## config.mk

```make
export PLATFORM = sky130hd
export DESIGN_NAME = belt_out_skid
export DESIGN_NICKNAME = d
export VERILOG_FILES = /design/src/belt_pkg.sv /design/src/belt_out_skid.sv
export VERILOG_INCLUDE_DIRS = /design/src /design/src/src
export SDC_FILE = /design/constraint.sdc
export NUM_CORES = 1
export LEC_CHECK = 0
export ABC_AREA = 1
export BUFFER_PORTS_ARGS = -buffer_cell sky130_fd_sc_hd__buf_2
export CAP_MARGIN = 10
export CORE_ASPECT_RATIO = 0.9
export CORE_UTILIZATION = 40
export CTS_BUF_LIST = sky130_fd_sc_hd__clkbuf_8
export CTS_CLUSTER_SIZE = 12
export DETAILED_ROUTE_END_ITERATION = 10
export PLACE_DENSITY = 0.61
export SYNTH_ARGS = -nofsm -noshare
export SYNTH_HDL_FRONTEND = slang
export SYNTH_SLANG_ARGS = --single-unit
export TNS_END_PERCENT = 30
```

## constraint.sdc

```tcl
create_clock -name aclk -period 10.7 [get_ports aclk]
set_input_delay 1.605 -clock aclk [delete_from_list [all_inputs] [get_ports aclk]]
set_output_delay 1.605 -clock aclk [all_outputs]
set_load 0.05 [all_outputs]
```

## src/belt_block_cipher_unit_assert.svh

```systemverilog
// ------------------------------------------------------------------------
// belt block cipher assertion macros
// shared concurrent assertion forms, sampled on aclk, off during reset
// ------------------------------------------------------------------------
`ifndef BELT_BLOCK_CIPHER_UNIT_ASSERT_SVH
`define BELT_BLOCK_CIPHER_UNIT_ASSERT_SVH

// same-cycle implication
`define BELT_ASSERT_NOW(lbl, ante, cons, msg) \
    lbl: assert property (@(posedge aclk) disable iff (!aresetn) (ante) |-> (cons)) \
        else $error(msg);

// next-cycle implication
`define BELT_ASSERT_NEXT(lbl, ante, cons, msg) \
    lbl: assert property (@(posedge aclk) disable iff (!aresetn) (ante) |=> (cons)) \
        else $error(msg);

`endif

```

## src/belt_pkg.sv

```systemverilog
// ------------------------------------------------------------------------
// belt package
// types, register indexes, s-box and the g function of the belt cipher
// ------------------------------------------------------------------------
package belt_pkg;

    localparam int ROUNDS = 8;

    // configuration register indexes
    localparam logic [2:0] REG_KEY_PART_0 = 3'd0;
    localparam logic [2:0] REG_KEY_PART_1 = 3'd1;
    localparam logic [2:0] REG_KEY_PART_2 = 3'd2;
    localparam logic [2:0] REG_KEY_PART_3 = 3'd3;
    localparam logic [2:0] REG_KEY_MODE   = 3'd4;

    // key length modes
    localparam logic [1:0] MODE_128 = 2'd0;
    localparam logic [1:0] MODE_192 = 2'd1;
    localparam logic [1:0] MODE_256 = 2'd2;

    localparam logic ACT_ENCRYPT = 1'b0;
    localparam logic ACT_DECRYPT = 1'b1;

    typedef logic [7:0][31:0] key_t;

    typedef struct packed {
        logic        valid;
        logic        action;
        logic [31:0] a;
        logic [31:0] b;
        logic [31:0] c;
        logic [31:0] d;
    } stage_t;

    localparam logic [7:0] SBOX_H [256] = '{
        8'hB1,8'h94,8'hBA,8'hC8,8'h0A,8'h08,8'hF5,8'h3B,8'h36,8'h6D,8'h00,8'h8E,8'h58,8'h4A,8'h5D,8'hE4,
        8'h85,8'h04,8'hFA,8'h9D,8'h1B,8'hB6,8'hC7,8'hAC,8'h25,8'h2E,8'h72,8'hC2,8'h02,8'hFD,8'hCE,8'h0D,
        8'h5B,8'hE3,8'hD6,8'h12,8'h17,8'hB9,8'h61,8'h81,8'hFE,8'h67,8'h86,8'hAD,8'h71,8'h6B,8'h89,8'h0B,
        8'h5C,8'hB0,8'hC0,8'hFF,8'h33,8'hC3,8'h56,8'hB8,8'h35,8'hC4,8'h05,8'hAE,8'hD8,8'hE0,8'h7F,8'h99,
        8'hE1,8'h2B,8'hDC,8'h1A,8'hE2,8'h82,8'h57,8'hEC,8'h70,8'h3F,8'hCC,8'hF0,8'h95,8'hEE,8'h8D,8'hF1,
        8'hC1,8'hAB,8'h76,8'h38,8'h9F,8'hE6,8'h78,8'hCA,8'hF7,8'hC6,8'hF8,8'h60,8'hD5,8'hBB,8'h9C,8'h4F,
        8'hF3,8'h3C,8'h65,8'h7B,8'h63,8'h7C,8'h30,8'h6A,8'hDD,8'h4E,8'hA7,8'h79,8'h9E,8'hB2,8'h3D,8'h31,
        8'h3E,8'h98,8'hB5,8'h6E,8'h27,8'hD3,8'hBC,8'hCF,8'h59,8'h1E,8'h18,8'h1F,8'h4C,8'h5A,8'hB7,8'h93,
        8'hE9,8'hDE,8'hE7,8'h2C,8'h8F,8'h0C,8'h0F,8'hA6,8'h2D,8'hDB,8'h49,8'hF4,8'h6F,8'h73,8'h96,8'h47,
        8'h06,8'h07,8'h53,8'h16,8'hED,8'h24,8'h7A,8'h37,8'h39,8'hCB,8'hA3,8'h83,8'h03,8'hA9,8'h8B,8'hF6,
        8'h92,8'hBD,8'h9B,8'h1C,8'hE5,8'hD1,8'h41,8'h01,8'h54,8'h45,8'hFB,8'hC9,8'h5E,8'h4D,8'h0E,8'hF2,
        8'h68,8'h20,8'h80,8'hAA,8'h22,8'h7D,8'h64,8'h2F,8'h26,8'h87,8'hF9,8'h34,8'h90,8'h40,8'h55,8'h11,
        8'hBE,8'h32,8'h97,8'h13,8'h43,8'hFC,8'h9A,8'h48,8'hA0,8'h2A,8'h88,8'h5F,8'h19,8'h4B,8'h09,8'hA1,
        8'h7E,8'hCD,8'hA4,8'hD0,8'h15,8'h44,8'hAF,8'h8C,8'hA5,8'h84,8'h50,8'hBF,8'h66,8'hD2,8'hE8,8'h8A,
        8'hA2,8'hD7,8'h46,8'h52,8'h42,8'hA8,8'hDF,8'hB3,8'h69,8'h74,8'hC5,8'h51,8'hEB,8'h23,8'h29,8'h21,
        8'hD4,8'hEF,8'hD9,8'hB4,8'h3A,8'h62,8'h28,8'h75,8'h91,8'h14,8'h10,8'hEA,8'h77,8'h6C,8'hDA,8'h1D
    };

    // byte substitution then rotate left by a constant amount
    function automatic logic [31:0] g_fn(input logic [31:0] u, input int unsigned rot);
        logic [31:0] h;
        h = {SBOX_H[u[31:24]], SBOX_H[u[23:16]], SBOX_H[u[15:8]], SBOX_H[u[7:0]]};
        return (h << rot) | (h >> (32 - rot));
    endfunction

    // key word for a step of a round: decrypt walks the schedule backwards
    function automatic logic [31:0] key_sel(input key_t w, input logic [2:0] step,
                                            input logic [2:0] rnd, input logic act);
        logic [2:0] idx;
        idx = step - rnd;
        if (act == ACT_DECRYPT) begin
            idx = ~idx;
        end
        return w[idx];
    endfunction

endpackage

```

## src/belt_out_skid.sv

```systemverilog
// ------------------------------------------------------------------------
// belt output skid
// output register plus one skid entry, decouples the pipeline from m_tready
// ------------------------------------------------------------------------
module belt_out_skid (
    input  logic          aclk,
    input  logic          aresetn,
    input  logic          in_valid,
    input  logic [127:0]  in_data,
    output logic          in_ready,
    output logic          m_tvalid,
    input  logic          m_tready,
    output logic [127:0]  m_tdata
);
    import belt_pkg::*;
    `include "belt_block_cipher_unit_assert.svh"

    logic         out_valid_reg, out_valid_next;
    logic [127:0] out_data_reg, out_data_next;
    logic         skid_valid_reg, skid_valid_next;
    logic [127:0] skid_data_reg, skid_data_next;
    logic         out_free;

    assign out_free = !out_valid_reg || m_tready;
    assign in_ready = !skid_valid_reg;

    always_comb begin
        out_valid_next  = out_valid_reg;
        out_data_next   = out_data_reg;
        skid_valid_next = skid_valid_reg;
        skid_data_next  = skid_data_reg;
        if (skid_valid_reg) begin
            if (m_tready) begin
                out_data_next   = skid_data_reg;
                skid_valid_next = 1'b0;
            end
        end else if (in_valid) begin
            if (out_free) begin
                out_valid_next = 1'b1;
                out_data_next  = in_data;
            end else begin
                skid_valid_next = 1'b1;
                skid_data_next  = in_data;
            end
        end else if (m_tready) begin
            out_valid_next = 1'b0;
        end
    end

    always_ff @(posedge aclk) begin
        if (!aresetn) begin
            out_valid_reg  <= 1'b0;
            skid_valid_reg <= 1'b0;
        end else begin
            out_valid_reg  <= out_valid_next;
            skid_valid_reg <= skid_valid_next;
        end
        out_data_reg  <= out_data_next;
        skid_data_reg <= skid_data_next;
    end

    assign m_tvalid = out_valid_reg;
    assign m_tdata  = out_data_reg;

    `BELT_ASSERT_NOW(skid_implies_out, skid_valid_reg, out_valid_reg,
        "skid entry held while output register empty")
    `BELT_ASSERT_NEXT(skid_drains, skid_valid_reg && m_tready, !skid_valid_reg,
        "skid entry not moved to output after a take")
    `BELT_ASSERT_NEXT(skid_fills_only_on_stall,
        !skid_valid_reg && in_valid && out_free, !skid_valid_reg,
        "item parked in skid although output was free")

endmodule

```

Word level (Yosys, flattened, before mapping)

Index checks and enable logic that the tools add are counted.

Flip-flop bits (word level): 258
Output and inout port bits: 130
Word-level logic and storage cells: 28
Input bits: 132

Bitwise operators: 2
Muxes and demuxes: 11
Equality and inequality tests: 2
Reductions and logical operators: 9

Operator list:

| cell                                                                    | count |
|---|---|
| 128-bit two-way mux                                                     | 4 |
| 3-bit AND reduction                                                     | 3 |
| 1-bit two-way mux                                                       | 7 |
| 2-bit nonzero test                                                      | 3 |
| 1-bit logical NOT                                                       | 2 |
| 2-bit by 1-bit inequality test with 1-bit output, second input constant | 1 |
| 2-bit inequality test, second input constant                            | 1 |
| 1-bit inverter                                                          | 2 |
| 1-bit logical OR                                                        | 1 |

Longest topological paths before layout

Word-level depth: 5
Depth in mapped cells: 7
Mapped depth without buffers: 5

Worst setup path before layout

Ideal clock, no wire load.

Path type: input port to flip-flop
From: in in_valid
To: reg out_data_reg[0] (netlist: m_tdata[0]), enable pin
Path buffers: 0
Data arrival time: 7,917 ps
Required time: 10,039 ps
Path slack: 2,122 ps
Library setup time: 661 ps
Stages on the path: 2
Path through: nand2_1 o22ai_1

Cells in the longest elaborated chain, start to end: 2

Ends and longest elaborated chain:

| item                          | line                | source |
|---|---|---|
| start, declared               | belt_out_skid.sv:8  | `input logic in_valid,` |
| 2-bit nonzero test (no line)  | --                  |  |
| 3-bit AND reduction (no line) | --                  |  |
| end signal, assigned          | belt_out_skid.sv:58 | `out_data_reg <= out_data_next;` |
| end, declared                 | belt_out_skid.sv:19 | `logic [127:0] out_data_reg, out_data_next;` |

Every way passes these cells.
A chain may end at the register's enable or synchronous reset.

Worst setup path after layout

From: reg skid_valid_reg
To: out in_ready

Cells in the longest elaborated chain, start to end: 1

Ends and longest elaborated chain:

| item                   | line                | source |
|---|---|---|
| start, declared        | belt_out_skid.sv:20 | `logic skid_valid_reg, skid_valid_next;` |
| start signal, assigned | belt_out_skid.sv:56 | `skid_valid_reg <= skid_valid_next;` |
| 1-bit logical NOT      | belt_out_skid.sv:25 | `assign in_ready = !skid_valid_reg;` |
| end, declared          | belt_out_skid.sv:10 | `output logic in_ready,` |

Every way passes these cells.

==> impl_metrics.ini <==
[outcome]
status = completed

[synth]
yosys.area_share.simple_pct = 15.6
synthCells = 689
synth_xor_xnor_area_share_pct = 0
ys_warn_count = 0
synthAdderAreaFrac_pct = 0
synth_compound_area_share_pct = 0.119
synth_top_family_by_area = simple AND/OR/NAND/NOR gates
avgSynthCellArea_um2 = 13.7
ys_ff_latch = 258
muxShareOfSynthArea_pct = 0
ys_seq_area_share_pct = 81.7
yosysUniqueCellTypes = 12
netlist_area_um2 = 9460
syn_nets = 821

[place]
io_buffer_count = 261
place_congestion = 0.752
dp_cells = 1228
dp_hpwl_um = 12300

[power_and_ir_drop]
pwr-share-clk_pct = 34.2
power_switching_mw = 0.592
p_seq_share_pct = 53.7
worst_ir_drop_vdd_mv = 0.0988
swShare_pct = 26.6
p_int_mw = 1.63
p_per_area_nw_per_um2 = 189
comb_power_share_pct = 12.1
power_leakage_nw = 5.06
power_mw = 2.22

[setup_path]
cp-start-kind = flip-flop
end_kind = output pin
path_max_fanout = 68
max_stage_delay_ps = 800
cp.required_ps = 9100
path_cells = inv_4 > buf_2
path_class = reg -> out
cp.arrival_ps = 2230
worst_path_max_delay_cell = dfxtp_4
reg2reg_slack_ps = 7030

[finish]
fillers = 2075
regArea_um2 = 7730
syn_to_final_growth_pct = 24.0
layout-drive-gt1-share_pct = 31.7
nNetsFinal = 1103
final_cells = 1304
multi_input_area_um2 = 1500
fin_util_pct = 50.4

[timing]
fmax_mhz = 261
period_needed_ps = 3830
rsz0062_at_grt = no
hold_violations = 0
slew_headroom_pct = 39.8
finClkSkew_ps = 10.2
slew_viol_final = 0
setup-violations-final = 0
worst_pin_slew_ps = 902
fin_setup_tns_ps = 0
period_share_pct = 35.8
timing.hold.ws_ps = 510

[clock_network]
clockBufferDepth = 3
htree_levels = 2
root_buffer = clkbuf_8
cts_tree = yes
cts_made_buffers = 43
clkTransAtPathRegs_ps = 60
cts_setup_buffers = 0
insertion_delay_ps = 520
ctsHoldBuffers = 0
clock-sinks = 258
ctsResizeCount = 0

[global_route]
grt.total_usage_pct = 16.1
grt-ovfl-total = 0
grt_pass1_wl_um = 30000
first_global_vias = 5622
antenna_found_initial = 3
grt_max_degree = 77

[floorplanning]
die_area_um2 = 24300
die_w_um = 164
rows = 53
core_area_um2 = 23300
start_util_pct = 40.6
dieHeight_um = 148
boundaryPins = 262

[route]
drt-initial-drc-count = 492
num_vias = 5897
routed_via_density = 4.52
post-route-drc-count = 0
drtAntennaViolNets = 0
drtPass1Iterations = 5
routedWlPerCell_um = 15.3
postRouteWirelength_um = 20000

[hold_path]
hold_class = reg -> reg

[job]
drv_cap = 0
## layout make-up
type,instances,share of cell area [%]
Multi-Input combinational cell,395,12.8
Sequential cell,258,65.9
Clock buffer,43,5.04
Inverter,7,0.288
Clock inverter,32,1.30
Timing Repair Buffer,266,11.5
Antenna cell,1,0.0213
Tap cell,302,3.22
## routing by layer
layer	share of wire, %	track usage (%)	vias to the layer above	wire length, um
met2	44	23.1	266	8780
met3	10	5.22	33	2010
met1	44	23.2	2699	8880
met5	0.14	0	-	28
met4	1.5	4.86	4	299
li1	-	-	2895	-
## through the flow
stage,instance area (um2),setup WS (ps)
2_1_floorplan,9460,2120
3_3_place_gp,11000,6790
3_5_place_dp,11000,6730
4_1_cts,11700,6860
5_1_grt,11700,6720
6_report,11700,6870
## worst max-delay path: cells and delay by family, from the launching register on
family	cells	cell delay [ps]
buf+inv	2	810
flops	1	800
## cell usage in the layout, fill, tap and decap left out
cell type | netlist | final
edfxtp_1 | 256 | 256
nor2_1 | 2 | 2
clkbuf_8 | 0 | 43
inv_1 | 6 | 25
nand2_1 | 390 | 390
o22ai_4 | 0 | 1
clkinv_2 | 0 | 2
nand3_1 | 1 | 1
clkinvlp_4 | 0 | 1
dfxtp_1 | 2 | 1
diode_2 | 0 | 1
inv_6 | 0 | 1
inv_4 | 1 | 1
bufinv_16 | 0 | 1
dfxtp_4 | 0 | 1
a21oi_1 | 1 | 1
clkinv_1 | 0 | 8
buf_2 | 17 | 261
buf_4 | 1 | 5
## worst paths after layout
kind / to / cells after the start / from
hold / removal: m_tdata[3] / 2 / skid_data_reg[3]
setup reg to reg: m_tdata[7] / 5 / skid_valid_reg
hold reg to reg: m_tdata[3] / 2 / skid_data_reg[3]
setup / recovery: in_ready / 2 / skid_valid_reg
## power groups by stage
stage                     Clock (mW)  Combinational [mW]  Sequential (mW)
final                          0.761               0.268             1.19
after global routing           0.838               0.285             1.20
after CTS                      0.789               0.271             1.19
after detailed placement           0               0.270             1.21
after global placement             0               0.268             1.21
after floorplan                    0              0.0524             1.35
## cell families (layout without fill, tap and decap cells)
family,after synthesis,count (layout)
AO/OA/AOI/OAI,2,2
buffers and inverters,36,348
flip-flops,258,258
other,0,1
AND/OR/NAND/NOR,393,393
## synthesized netlist by cell type, drive strengths merged
| cell | instances | share of area, % |
|---|---|---|
| nor2 | 2 | 0.079 |
| edfxtp | 256 | 81 |
| inv | 7 | 0.30 |
| nand2 | 390 | 15 |
| dfxtp | 2 | 0.42 |
| buf | 29 | 2.3 |
| a21oi | 1 | 0.053 |
| o22ai | 1 | 0.066 |
| nand3 | 1 | 0.053 |
Note: power is estimated with default switching activity, not from simulation.
