## src/belt_block_cipher_unit_assert.svh

```systemverilog
// ------------------------------------------------------------------------
// belt block cipher assertion macros
// shared concurrent assertion forms, sampled on aclk, off during reset
// ------------------------------------------------------------------------
`ifndef BELT_BLOCK_CIPHER_UNIT_ASSERT_SVH
`define BELT_BLOCK_CIPHER_UNIT_ASSERT_SVH

// same-cycle implication
`define BELT_ASSERT_NOW(lbl, ante, cons, msg) \
    lbl: assert property (@(posedge aclk) disable iff (!aresetn) (ante) |-> (cons)) \
        else $error(msg);

// next-cycle implication
`define BELT_ASSERT_NEXT(lbl, ante, cons, msg) \
    lbl: assert property (@(posedge aclk) disable iff (!aresetn) (ante) |=> (cons)) \
        else $error(msg);

`endif

```

## src/belt_pkg.sv

```systemverilog
// ------------------------------------------------------------------------
// belt package
// types, register indexes, s-box and the g function of the belt cipher
// ------------------------------------------------------------------------
package belt_pkg;

    localparam int ROUNDS = 8;

    // configuration register indexes
    localparam logic [2:0] REG_KEY_PART_0 = 3'd0;
    localparam logic [2:0] REG_KEY_PART_1 = 3'd1;
    localparam logic [2:0] REG_KEY_PART_2 = 3'd2;
    localparam logic [2:0] REG_KEY_PART_3 = 3'd3;
    localparam logic [2:0] REG_KEY_MODE   = 3'd4;

    // key length modes
    localparam logic [1:0] MODE_128 = 2'd0;
    localparam logic [1:0] MODE_192 = 2'd1;
    localparam logic [1:0] MODE_256 = 2'd2;

    localparam logic ACT_ENCRYPT = 1'b0;
    localparam logic ACT_DECRYPT = 1'b1;

    typedef logic [7:0][31:0] key_t;

    typedef struct packed {
        logic        valid;
        logic        action;
        logic [31:0] a;
        logic [31:0] b;
        logic [31:0] c;
        logic [31:0] d;
    } stage_t;

    localparam logic [7:0] SBOX_H [256] = '{
        8'hB1,8'h94,8'hBA,8'hC8,8'h0A,8'h08,8'hF5,8'h3B,8'h36,8'h6D,8'h00,8'h8E,8'h58,8'h4A,8'h5D,8'hE4,
        8'h85,8'h04,8'hFA,8'h9D,8'h1B,8'hB6,8'hC7,8'hAC,8'h25,8'h2E,8'h72,8'hC2,8'h02,8'hFD,8'hCE,8'h0D,
        8'h5B,8'hE3,8'hD6,8'h12,8'h17,8'hB9,8'h61,8'h81,8'hFE,8'h67,8'h86,8'hAD,8'h71,8'h6B,8'h89,8'h0B,
        8'h5C,8'hB0,8'hC0,8'hFF,8'h33,8'hC3,8'h56,8'hB8,8'h35,8'hC4,8'h05,8'hAE,8'hD8,8'hE0,8'h7F,8'h99,
        8'hE1,8'h2B,8'hDC,8'h1A,8'hE2,8'h82,8'h57,8'hEC,8'h70,8'h3F,8'hCC,8'hF0,8'h95,8'hEE,8'h8D,8'hF1,
        8'hC1,8'hAB,8'h76,8'h38,8'h9F,8'hE6,8'h78,8'hCA,8'hF7,8'hC6,8'hF8,8'h60,8'hD5,8'hBB,8'h9C,8'h4F,
        8'hF3,8'h3C,8'h65,8'h7B,8'h63,8'h7C,8'h30,8'h6A,8'hDD,8'h4E,8'hA7,8'h79,8'h9E,8'hB2,8'h3D,8'h31,
        8'h3E,8'h98,8'hB5,8'h6E,8'h27,8'hD3,8'hBC,8'hCF,8'h59,8'h1E,8'h18,8'h1F,8'h4C,8'h5A,8'hB7,8'h93,
        8'hE9,8'hDE,8'hE7,8'h2C,8'h8F,8'h0C,8'h0F,8'hA6,8'h2D,8'hDB,8'h49,8'hF4,8'h6F,8'h73,8'h96,8'h47,
        8'h06,8'h07,8'h53,8'h16,8'hED,8'h24,8'h7A,8'h37,8'h39,8'hCB,8'hA3,8'h83,8'h03,8'hA9,8'h8B,8'hF6,
        8'h92,8'hBD,8'h9B,8'h1C,8'hE5,8'hD1,8'h41,8'h01,8'h54,8'h45,8'hFB,8'hC9,8'h5E,8'h4D,8'h0E,8'hF2,
        8'h68,8'h20,8'h80,8'hAA,8'h22,8'h7D,8'h64,8'h2F,8'h26,8'h87,8'hF9,8'h34,8'h90,8'h40,8'h55,8'h11,
        8'hBE,8'h32,8'h97,8'h13,8'h43,8'hFC,8'h9A,8'h48,8'hA0,8'h2A,8'h88,8'h5F,8'h19,8'h4B,8'h09,8'hA1,
        8'h7E,8'hCD,8'hA4,8'hD0,8'h15,8'h44,8'hAF,8'h8C,8'hA5,8'h84,8'h50,8'hBF,8'h66,8'hD2,8'hE8,8'h8A,
        8'hA2,8'hD7,8'h46,8'h52,8'h42,8'hA8,8'hDF,8'hB3,8'h69,8'h74,8'hC5,8'h51,8'hEB,8'h23,8'h29,8'h21,
        8'hD4,8'hEF,8'hD9,8'hB4,8'h3A,8'h62,8'h28,8'h75,8'h91,8'h14,8'h10,8'hEA,8'h77,8'h6C,8'hDA,8'h1D
    };

    // byte substitution then rotate left by a constant amount
    function automatic logic [31:0] g_fn(input logic [31:0] u, input int unsigned rot);
        logic [31:0] h;
        h = {SBOX_H[u[31:24]], SBOX_H[u[23:16]], SBOX_H[u[15:8]], SBOX_H[u[7:0]]};
        return (h << rot) | (h >> (32 - rot));
    endfunction

    // key word for a step of a round: decrypt walks the schedule backwards
    function automatic logic [31:0] key_sel(input key_t w, input logic [2:0] step,
                                            input logic [2:0] rnd, input logic act);
        logic [2:0] idx;
        idx = step - rnd;
        if (act == ACT_DECRYPT) begin
            idx = ~idx;
        end
        return w[idx];
    endfunction

endpackage

```

## src/belt_key_sched.sv

```systemverilog
// ------------------------------------------------------------------------
// belt key schedule
// key registers, key length mode and the eight-word expanded key
// ------------------------------------------------------------------------
module belt_key_sched (
    input  logic              aclk,
    input  logic              aresetn,
    input  logic              cfg_valid,
    output logic              cfg_ready,
    input  logic [2:0]        cfg_addr,
    input  logic [63:0]       cfg_wdata,
    output belt_pkg::key_t    key_words
);
    import belt_pkg::*;

    logic [63:0] part0_reg, part1_reg, part2_reg, part3_reg;
    logic [1:0]  mode_reg;
    key_t        raw_words;

    assign cfg_ready = 1'b1;

    always_ff @(posedge aclk) begin
        if (!aresetn) begin
            part0_reg <= '0;
            part1_reg <= '0;
            part2_reg <= '0;
            part3_reg <= '0;
            mode_reg  <= MODE_256;
        end else if (cfg_valid) begin
            unique case (cfg_addr)
                REG_KEY_PART_0: part0_reg <= cfg_wdata;
                REG_KEY_PART_1: part1_reg <= cfg_wdata;
                REG_KEY_PART_2: part2_reg <= cfg_wdata;
                REG_KEY_PART_3: part3_reg <= cfg_wdata;
                REG_KEY_MODE:   mode_reg  <= cfg_wdata[1:0];
                default: begin
                end
            endcase
        end
    end

    assign raw_words = {part3_reg, part2_reg, part1_reg, part0_reg};

    always_comb begin
        key_words = raw_words;
        unique case (mode_reg)
            MODE_128: begin
                key_words[7:4] = raw_words[3:0];
            end
            MODE_192: begin
                key_words[6] = raw_words[0] ^ raw_words[1] ^ raw_words[2];
                key_words[7] = raw_words[3] ^ raw_words[4] ^ raw_words[5];
            end
            default: begin
            end
        endcase
    end

endmodule

```

## config.mk

```make
export PLATFORM = sky130hd
export DESIGN_NAME = belt_key_sched
export DESIGN_NICKNAME = d
export VERILOG_FILES = /design/src/belt_block_cipher_unit_assert.svh /design/src/belt_pkg.sv /design/src/belt_key_sched.sv
export SDC_FILE = /design/constraint.sdc
export NUM_CORES = 1
export LEC_CHECK = 0
export BUFFER_PORTS_ARGS = -buffer_cell sky130_fd_sc_hd__buf_2
export CAP_MARGIN = 20
export CORE_UTILIZATION = 48
export DETAILED_ROUTE_END_ITERATION = 12
export GPL_TIMING_DRIVEN = 0
export PLACE_DENSITY = 0.78
export SYNTH_ARGS = -nofsm -noshare
export SYNTH_HDL_FRONTEND = slang
export SYNTH_SLANG_ARGS = --single-unit
```

## constraint.sdc

```tcl
create_clock -name aclk -period 1.28 [get_ports aclk]
set_input_delay 0.128 -clock aclk [delete_from_list [all_inputs] [get_ports aclk]]
set_output_delay 0.128 -clock aclk [all_outputs]
set_load 0.05 [all_outputs]
```

## Yosys cells after proc, flatten, opt, wreduce, memory -nomap -nowiden

Index checks and enable logic that the tools add are counted.

| cells by class | value |
|---|---|
| add/subtract/negate cells | 0 |
| multipliers | 0 |
| divide/modulo/power cells | 0 |
| order comparisons | 0 |
| equality and inequality tests | 5 |
| shift operators | 0 |
| mux-type cells | 2 |
| bitwise logic cells | 4 |
| reduce and logical (&&, ||, !) cells | 7 |

Operator list:

| kind | number |
|---|---|
| 64-bit one-hot mux with 2 select lines | 1 |
| 32-bit bitwise XOR | 4 |
| 64-bit 2-to-1 mux | 1 |
| 2-bit AND reduction | 5 |
| 3-bit by 2-bit == test with 1-bit output, second input constant | 2 |
| 3-bit by 1-bit == test with 1-bit output, second input constant | 1 |
| 3-bit == test, second input constant | 1 |
| 3-bit zero test | 1 |
| 2-bit by 1-bit == test with 1-bit output, second input constant | 1 |
| 2-bit zero test | 1 |

| word-level totals | value |
|---|---|
| bits in registers | 258 |
| latch bits | 0 |
| RAM bits | 0 |
| bits in read-only memories | 0 |
| input bits | 70 |
| output and inout port bits | 257 |
| memories | 0 |

## Longest topological paths before layout

Gate-level depths: netlist of the first run.

| logic depth | value |
|---|---|
| depth in word-level cells | 3 |
| mapped depth | 6 |
| mapped depth without buffers | 3 |

## Worst setup path before layout of the first run

OpenSTA, ideal clock, no wires.

| timing | value |
|---|---|
| path type | flip-flop to output port |
| from | reg part0_reg[0] |
| to | out key_words[192] (netlist name) |
| arrival | 1599 ps |
| required time | 1152 ps |
| path slack | -447 ps |
| stages on the path, launching flop included | 4 |
| cell sequence | dfxtp_1 xnor2_1 or4_1 nand3_1 |

RTL lines:

| item | RTL line | source |
|---|---|---|
| start: declaration | belt_key_sched.sv:16 | `logic [63:0] part0_reg, part1_reg, part2_reg, part3_reg;` |
| start signal: assignment | belt_key_sched.sv:31 | `REG_KEY_PART_0: part0_reg <= cfg_wdata;` |
| end: declaration | belt_key_sched.sv:12 | `output belt_pkg::key_t key_words` |

==> results.toml, run 1 <==
[outcome]
outcome = "complete, but fails checks"
violations = "negative setup slack"

[worst_setup_path]
reg2reg_depth = 4
crit_path_max_fanout = 10
cp-start-kind = "flop"
rr_startpoint = "mode_reg[1]$_SDFFE_PN1P_"
crit_arrival_ps = 2000
worstReg2RegEnd = "mode_reg[1]$_SDFFE_PN1P_"
endpoint_kind = "primary output"
crit_required_ps = 1150
ff2ff_setup_slack_ps = 200
timing_worst_setup_path_type = "reg -> out"

[synthesis]
ys_seq_elements = 258
synth_cell_types = 28
async_reset_ff_share_pct = 0
netlist_area_um2 = 12500
yosysMostFrequentCell = "nand2_1"
synth_flop_cell = "dfxtp_1"
synth_compound_area_share_pct = 16.7
avgSynthCellArea_um2 = 8.35
synth_common_cells = "292 x nand2_1, 258 x dfxtp_1, 191 x nand3_1, 128 x o21ai_0, 73 x clkbuf_1"
synthTopCellsByArea = "dfxtp_1 41%, nand2_1 8.8%, nand3_1 7.7%"
synth-edff-count = 0
yosys.area_share.simple_pct = 26.4
netlist.top_cell.by_area = "dfxtp_1"
synth_top_family_by_area = "simple AND/OR/NAND/NOR gates"
syn_inst = 1495
muxShareOfSynthArea_pct = 6.01
syn_nets = 1565
synth_top_area_share_pct = 41.4
synthAdderAreaFrac_pct = 0
synth_xor_area_share_pct = 4.49
yosysSeqAreaShare_pct = 41.4
ys_warn_count = 0

[die]
die_y_um = 163
die_area_um2 = 26700
rows = 58
ios = 327
die_x_um = 163
core_um2 = 25300
initial_utilization_pct = 49.3

[drt]
ant_nets = 0
dr_total_vias = 14600
via_per_inst = 6.41
drt_pass1_iterations = 5
drc_errors = 0
wl_um = 57600
drt_iter0_drc = 1558
wire_per_inst_um = 25.3

[pwr]
ir_drop_mv = 0.807
p_leak_nw = 7.93
p_per_area_nw_per_um2 = 965
seqPwrFrac_pct = 43.1
power.internal_mw = 13.8
sw_frac_of_total_pct = 28.9
switching_power_mw = 5.63
comb_power_share_pct = 14.9
clkPwrFrac_pct = 42.0

[timing]
finalCritPeriodShare_pct = 166
timing.slew.headroom_pct = 44.5
rsz0062_at_grt = "true"
fin_tns_setup_ps = -101720
slew_viol_final = 0
hold_viol = 0
clock_skew_ps = 0
clock.fmax_ghz = 0.469
setup_viol = 128
worst_slew_pin_slew_ps = 832
worst_slack_ps = -850
min_period_ps = 2130

[global_route]
grt_pass1_vias = 14600
gr-total-overflow = 0
grt_pass1_wl_um = 83700
track_usage_pct = 41.4
antenna_found_initial = 1
grt_max_degree = 15

[placement]
dp.cells = 2149
dp_hpwl_um = 35000
gp_congestion = 0.869
io_buffers = 324

[clocking]
insertion_delay_ps = 550
htreeDepth = 1
cts_made_buffers = 28
cts_tree = "built"
cts.sinks = 258
cts_root_buf = "clkbuf_16"
cts_max_path_buffers = 3
clk_pin_slew_ps = 70

[final_layout]
finalNetCount = 1995
n_fill_cell = 1489
final_cells = 2279
drive_gt1_share_pct = 45.5
multi_input_area_um2 = 8190
syn_to_final_growth_pct = 61.5
seq_area_um2 = 5410

[flow_run]
maxCapViolations = 0

[worst_hold_path]
holdPathStages = 4
min_from = "cfg_addr[2]"
min_path_type = "in -> reg"
holdPathEnd = "mode_reg[1]$_SDFFE_PN1P_"
[metal layers]
metal | GRT usage (%) | routed length, µm | share of wire (%)
met1 | 49.2 | 20600 | 36
met2 | 68.0 | 27200 | 47
met3 | 9.12 | 6410 | 11
met4 | 25.0 | 3460 | 6.0
met5 | 0 | 0 | 0
[timing repair]
item / 4_1_cts / 5_1_grt
endpoints found under the hold margin: 258 / 0
gates resized for setup: 705 / 122
buffers inserted: 8 / 2
endpoints found under the setup margin: 257 / 158
hold buffers: 64 / 0
pin swaps: 22 / 18
cloned: 3 / 1
[cell families (layout without fill, tap and decap cells)]
group | count (synthesis) | after routing
and+or+nand+nor | 650 | 650
other | 1 | 3
DFF | 258 | 258
muxes | 67 | 67
AOI/OAI and AO/OA | 320 | 320
xor gates and xnor gates | 64 | 64
buffers and inverters | 135 | 587
[stage by stage]
| step | util [%] | area (µm²) | setup slack [ps] | power, mW | hold slack, ps |
|---|---|---|---|---|---|
| finish | 79.6 | 20200 | -850 | 19.5 | 188 |
| global route | 79.6 | 20200 | -877 | 19.8 | 192 |
| global placement | 62.6 | 15900 | -729 | 10.7 | 387 |
| floorplan | - | 13800 | -170 | 9.96 | 253 |
| CTS | 78.2 | 19800 | -834 | 19.2 | 171 |
| detailed placement | 62.6 | 15900 | -755 | 10.7 | 394 |
[how the worst max path moves through the flow]
stage / from / end / slack [ps] / depth (start not counted)
4_1_cts: mode_reg[0]$_SDFFE_PN0P_ / key_words[235] / -830 / 5
5_1_grt: mode_reg[0]$_SDFFE_PN0P_ / key_words[236] / -880 / 5
2_1_floorplan: part0_reg[15]$_SDFFE_PN0P_ / key_words[207] / -170 / 3
3_3_place_gp: mode_reg[1]$_SDFFE_PN1P_ / key_words[193] / -730 / 6
6_report: mode_reg[0]$_SDFFE_PN0P_ / key_words[235] / -850 / 5
3_5_place_dp: mode_reg[1]$_SDFFE_PN1P_ / key_words[219] / -760 / 7
[power by group through the flow]
stage	Sequential, mW	Clock, mW	Combinational, mW
final	8.39	8.16	2.90
after global routing	8.40	8.43	2.99
after CTS	8.37	8.08	2.72
after detailed placement	8.52	0	2.21
after global placement	8.51	0	2.19
after floorplan	8.76	0	1.20
[worst max-delay path, cell delays in order, from the launching register on]
cell	delay (ps)
dfxtp_4	400
inv_8	80
buf_8	150
or4_4	540
nand3_4	120
buf_8	150
[cell type report]
cell class	instances	area share, %
timing repair buffer	401	20.5
sequential	258	26.8
clock buffer	36	4.08
tap	330	2.05
multi-input combinational	1102	40.6
inverter	1	0.0558
antenna	2	0.0248
clock inverter	16	0.484
buffer	133	5.32
[cell usage in the layout (no fill, tap or decap), drive strengths merged]
cell type    synthesis  layout
nor2                 1       1
inv                  1       4
conb                 1       1
nand2              322     322
xnor2               64      64
o21ai              128     128
clkinvlp             0       1
buf                 61     406
clkinv               0      12
mux2                64      64
nand3              191     191
nor3b                1       1
nand3b              63      63
a21boi             128     128
mux2i                3       3
or4                 63      63
dfxtp              258     258
and4bb               2       2
nor4b                1       1
clkbuf              73     100
dlygate4sd3          0      64
nand4b               1       1
nand4bb              2       2
or4b                 1       1
diode                0       2
a22oi               64      64
nor2b                2       2
Note: power is estimated with default switching activity, not from simulation.
==> run 2: changes to the inputs <==
Settings changed: SKIP_CTS_REPAIR_TIMING set to 1.
==> results.toml, run 2 (synthesis results as in run 1) <==
[outcome]
outcome = "complete, but fails checks"
violations = "negative setup slack"

[clocking]
clk_pin_slew_ps = 60
insertion_delay_ps = 540
cts_made_buffers = 28
cts_root_buf = "clkbuf_16"
htreeDepth = 1
cts_max_path_buffers = 3
cts.sinks = 258
cts_tree = "built"

[drt]
drt_pass1_iterations = 8
via_per_inst = 6.12
ant_nets = 0
drt_iter0_drc = 1363
dr_total_vias = 13900
wl_um = 52100
wire_per_inst_um = 22.9
drc_errors = 0

[worst_setup_path]
crit_required_ps = 1150
rr_startpoint = "mode_reg[1]$_SDFFE_PN1P_"
startpoint = "mode_reg[1]$_SDFFE_PN1P_"
crit_path_max_fanout = 10
timing_worst_setup_path_type = "reg -> out"
cp-start-kind = "flop"
max_stage_delay_ps = 380
reg2reg_depth = 4
endpoint_kind = "primary output"
crit_chain = "nor2_4, buf_6, buf_6, mux2_2, buf_2"
path_common_cell = "buf_6"
worstReg2RegEnd = "mode_reg[1]$_SDFFE_PN1P_"
crit_arrival_ps = 2050
critPathSlowestCell = "mux2_2"
endpoint = "key_words[190]"
ff2ff_setup_slack_ps = 100

[die]
die_x_um = 163
core_um2 = 25300
rows = 58
initial_utilization_pct = 49.3
die_y_um = 163
ios = 327
die_area_um2 = 26700

[global_route]
track_usage_pct = 35.6
grt.busiest_layer = "met2"
antenna_found_initial = 0
use_met2_pct = 58.4
grt_max_degree = 15
grt_pass1_vias = 12700
use_met1_pct = 45.3
grt_pass1_wl_um = 72300
groute.layer.met3.usage_pct = 5.97
gr-total-overflow = 0

[worst_hold_path]
min_path_type = "in -> reg"

[placement]
dp.cells = 2149
place_ws_ps = -755
io_buffers = 324
dp_hpwl_um = 35000
gp_congestion = 0.869

[final_layout]
final_cells = 2271
n_fill_cell = 1768
layout_common_cells = "291 x nand2_1, 255 x buf_2, 176 x dfxtp_1"
diodes = 0
seq_area_um2 = 5350
syn_to_final_growth_pct = 50.8
final_common_cell = "nand2_1"
finalNetCount = 1989
multi_input_area_um2 = 8090
drive_gt1_share_pct = 42.1

[timing]
fin_tns_setup_ps = -112750
timing.slew.headroom_pct = 39.3
setup_viol = 251
worst_slew_pin_slew_ps = 910
finalCritPeriodShare_pct = 170
worst_slack_ps = -895
hold_viol = 0
rsz0062_at_grt = "true"
min_period_ps = 2180
clock.fmax_ghz = 0.460
slew_viol_final = 0
whs_ps = 191
clock_skew_ps = 0

[flow_run]
maxCapViolations = 0

[pwr]
p_per_area_nw_per_um2 = 1010
ir_drop_mv = 0.792
p_leak_nw = 7.67
==> run 2: cell count changes in the layout (fill, tap and decap cells not counted), moves of 8 or more <==
cell and change:
buf_6 -51, mux2_2 +11, clkbuf_4 +8, buf_2 +160, buf_8 -42, dfxtp_1 +48
a22oi_2 -11, clkbuf_8 -10, dfxtp_2 -45, mux2_4 -11, a22oi_1 +11, buf_4 -61
==> run 2: area by class of cell <==
type,instances,area share (%)
Buffer,133,4.92
Clock buffer,36,4.37
Clock inverter,16,0.518
Inverter,1,0.0598
Multi-Input combinational cell,1102,43.0
Sequential cell,258,28.4
Tap cell,330,2.19
Timing Repair Buffer,395,16.6
==> run 2: critical path, delay by kind of cell, from the launching register on <==
kind | cells | cell delay [ps]
DFF | 1 | 350
muxes | 1 | 380
and+or+nand+nor | 1 | 200
buffers and inverters | 3 | 570
==> run 2: where the power goes <==
group / leakage (nW) / internal [mW] / total, mW / switching [mW]
combinational: 5.06 / 0.939 / 2.65 / 1.71
sequential: 2.14 / 8.16 / 8.37 / 0.208
clock: 0.468 / 4.56 / 8.07 / 3.51
total: 7.67 / 13.7 / 19.1 / 5.44
==> run 2: metal layers <==
| metal | routed length, µm | share of wire [%] |
|---|---|---|
| met1 | 20200 | 39 |
| met3 | 4880 | 9.4 |
| met2 | 25000 | 48 |
| met5 | 0 | 0 |
| met4 | 1970 | 3.8 |
==> run 2: per-stage QoR <==
stage	power [mW]	cell area [µm²]	util, %
6_report	19.1	18800	74.4
5_1_grt	19.5	18800	74.4
4_1_cts	18.6	16800	66.2
3_5_place_dp	10.7	15900	62.6
3_3_place_gp	10.7	15900	62.6
2_1_floorplan	9.96	13800	-
==> run 2: worst min path at each step <==
stage | start | endpoint | slack [ps] | depth (start not counted)
3_5_place_dp | cfg_wdata[38] | part0_reg[38]$_SDFFE_PN0P_ | 390 | 3
3_3_place_gp | cfg_wdata[11] | part0_reg[11]$_SDFFE_PN0P_ | 390 | 3
6_report | cfg_addr[2] | mode_reg[1]$_SDFFE_PN1P_ | 190 | 4
5_1_grt | cfg_addr[2] | mode_reg[1]$_SDFFE_PN1P_ | 200 | 4
4_1_cts | cfg_wdata[38] | part0_reg[38]$_SDFFE_PN0P_ | -170 | 3
2_1_floorplan | cfg_wdata[3] | part0_reg[3]$_SDFFE_PN0P_ | 250 | 2
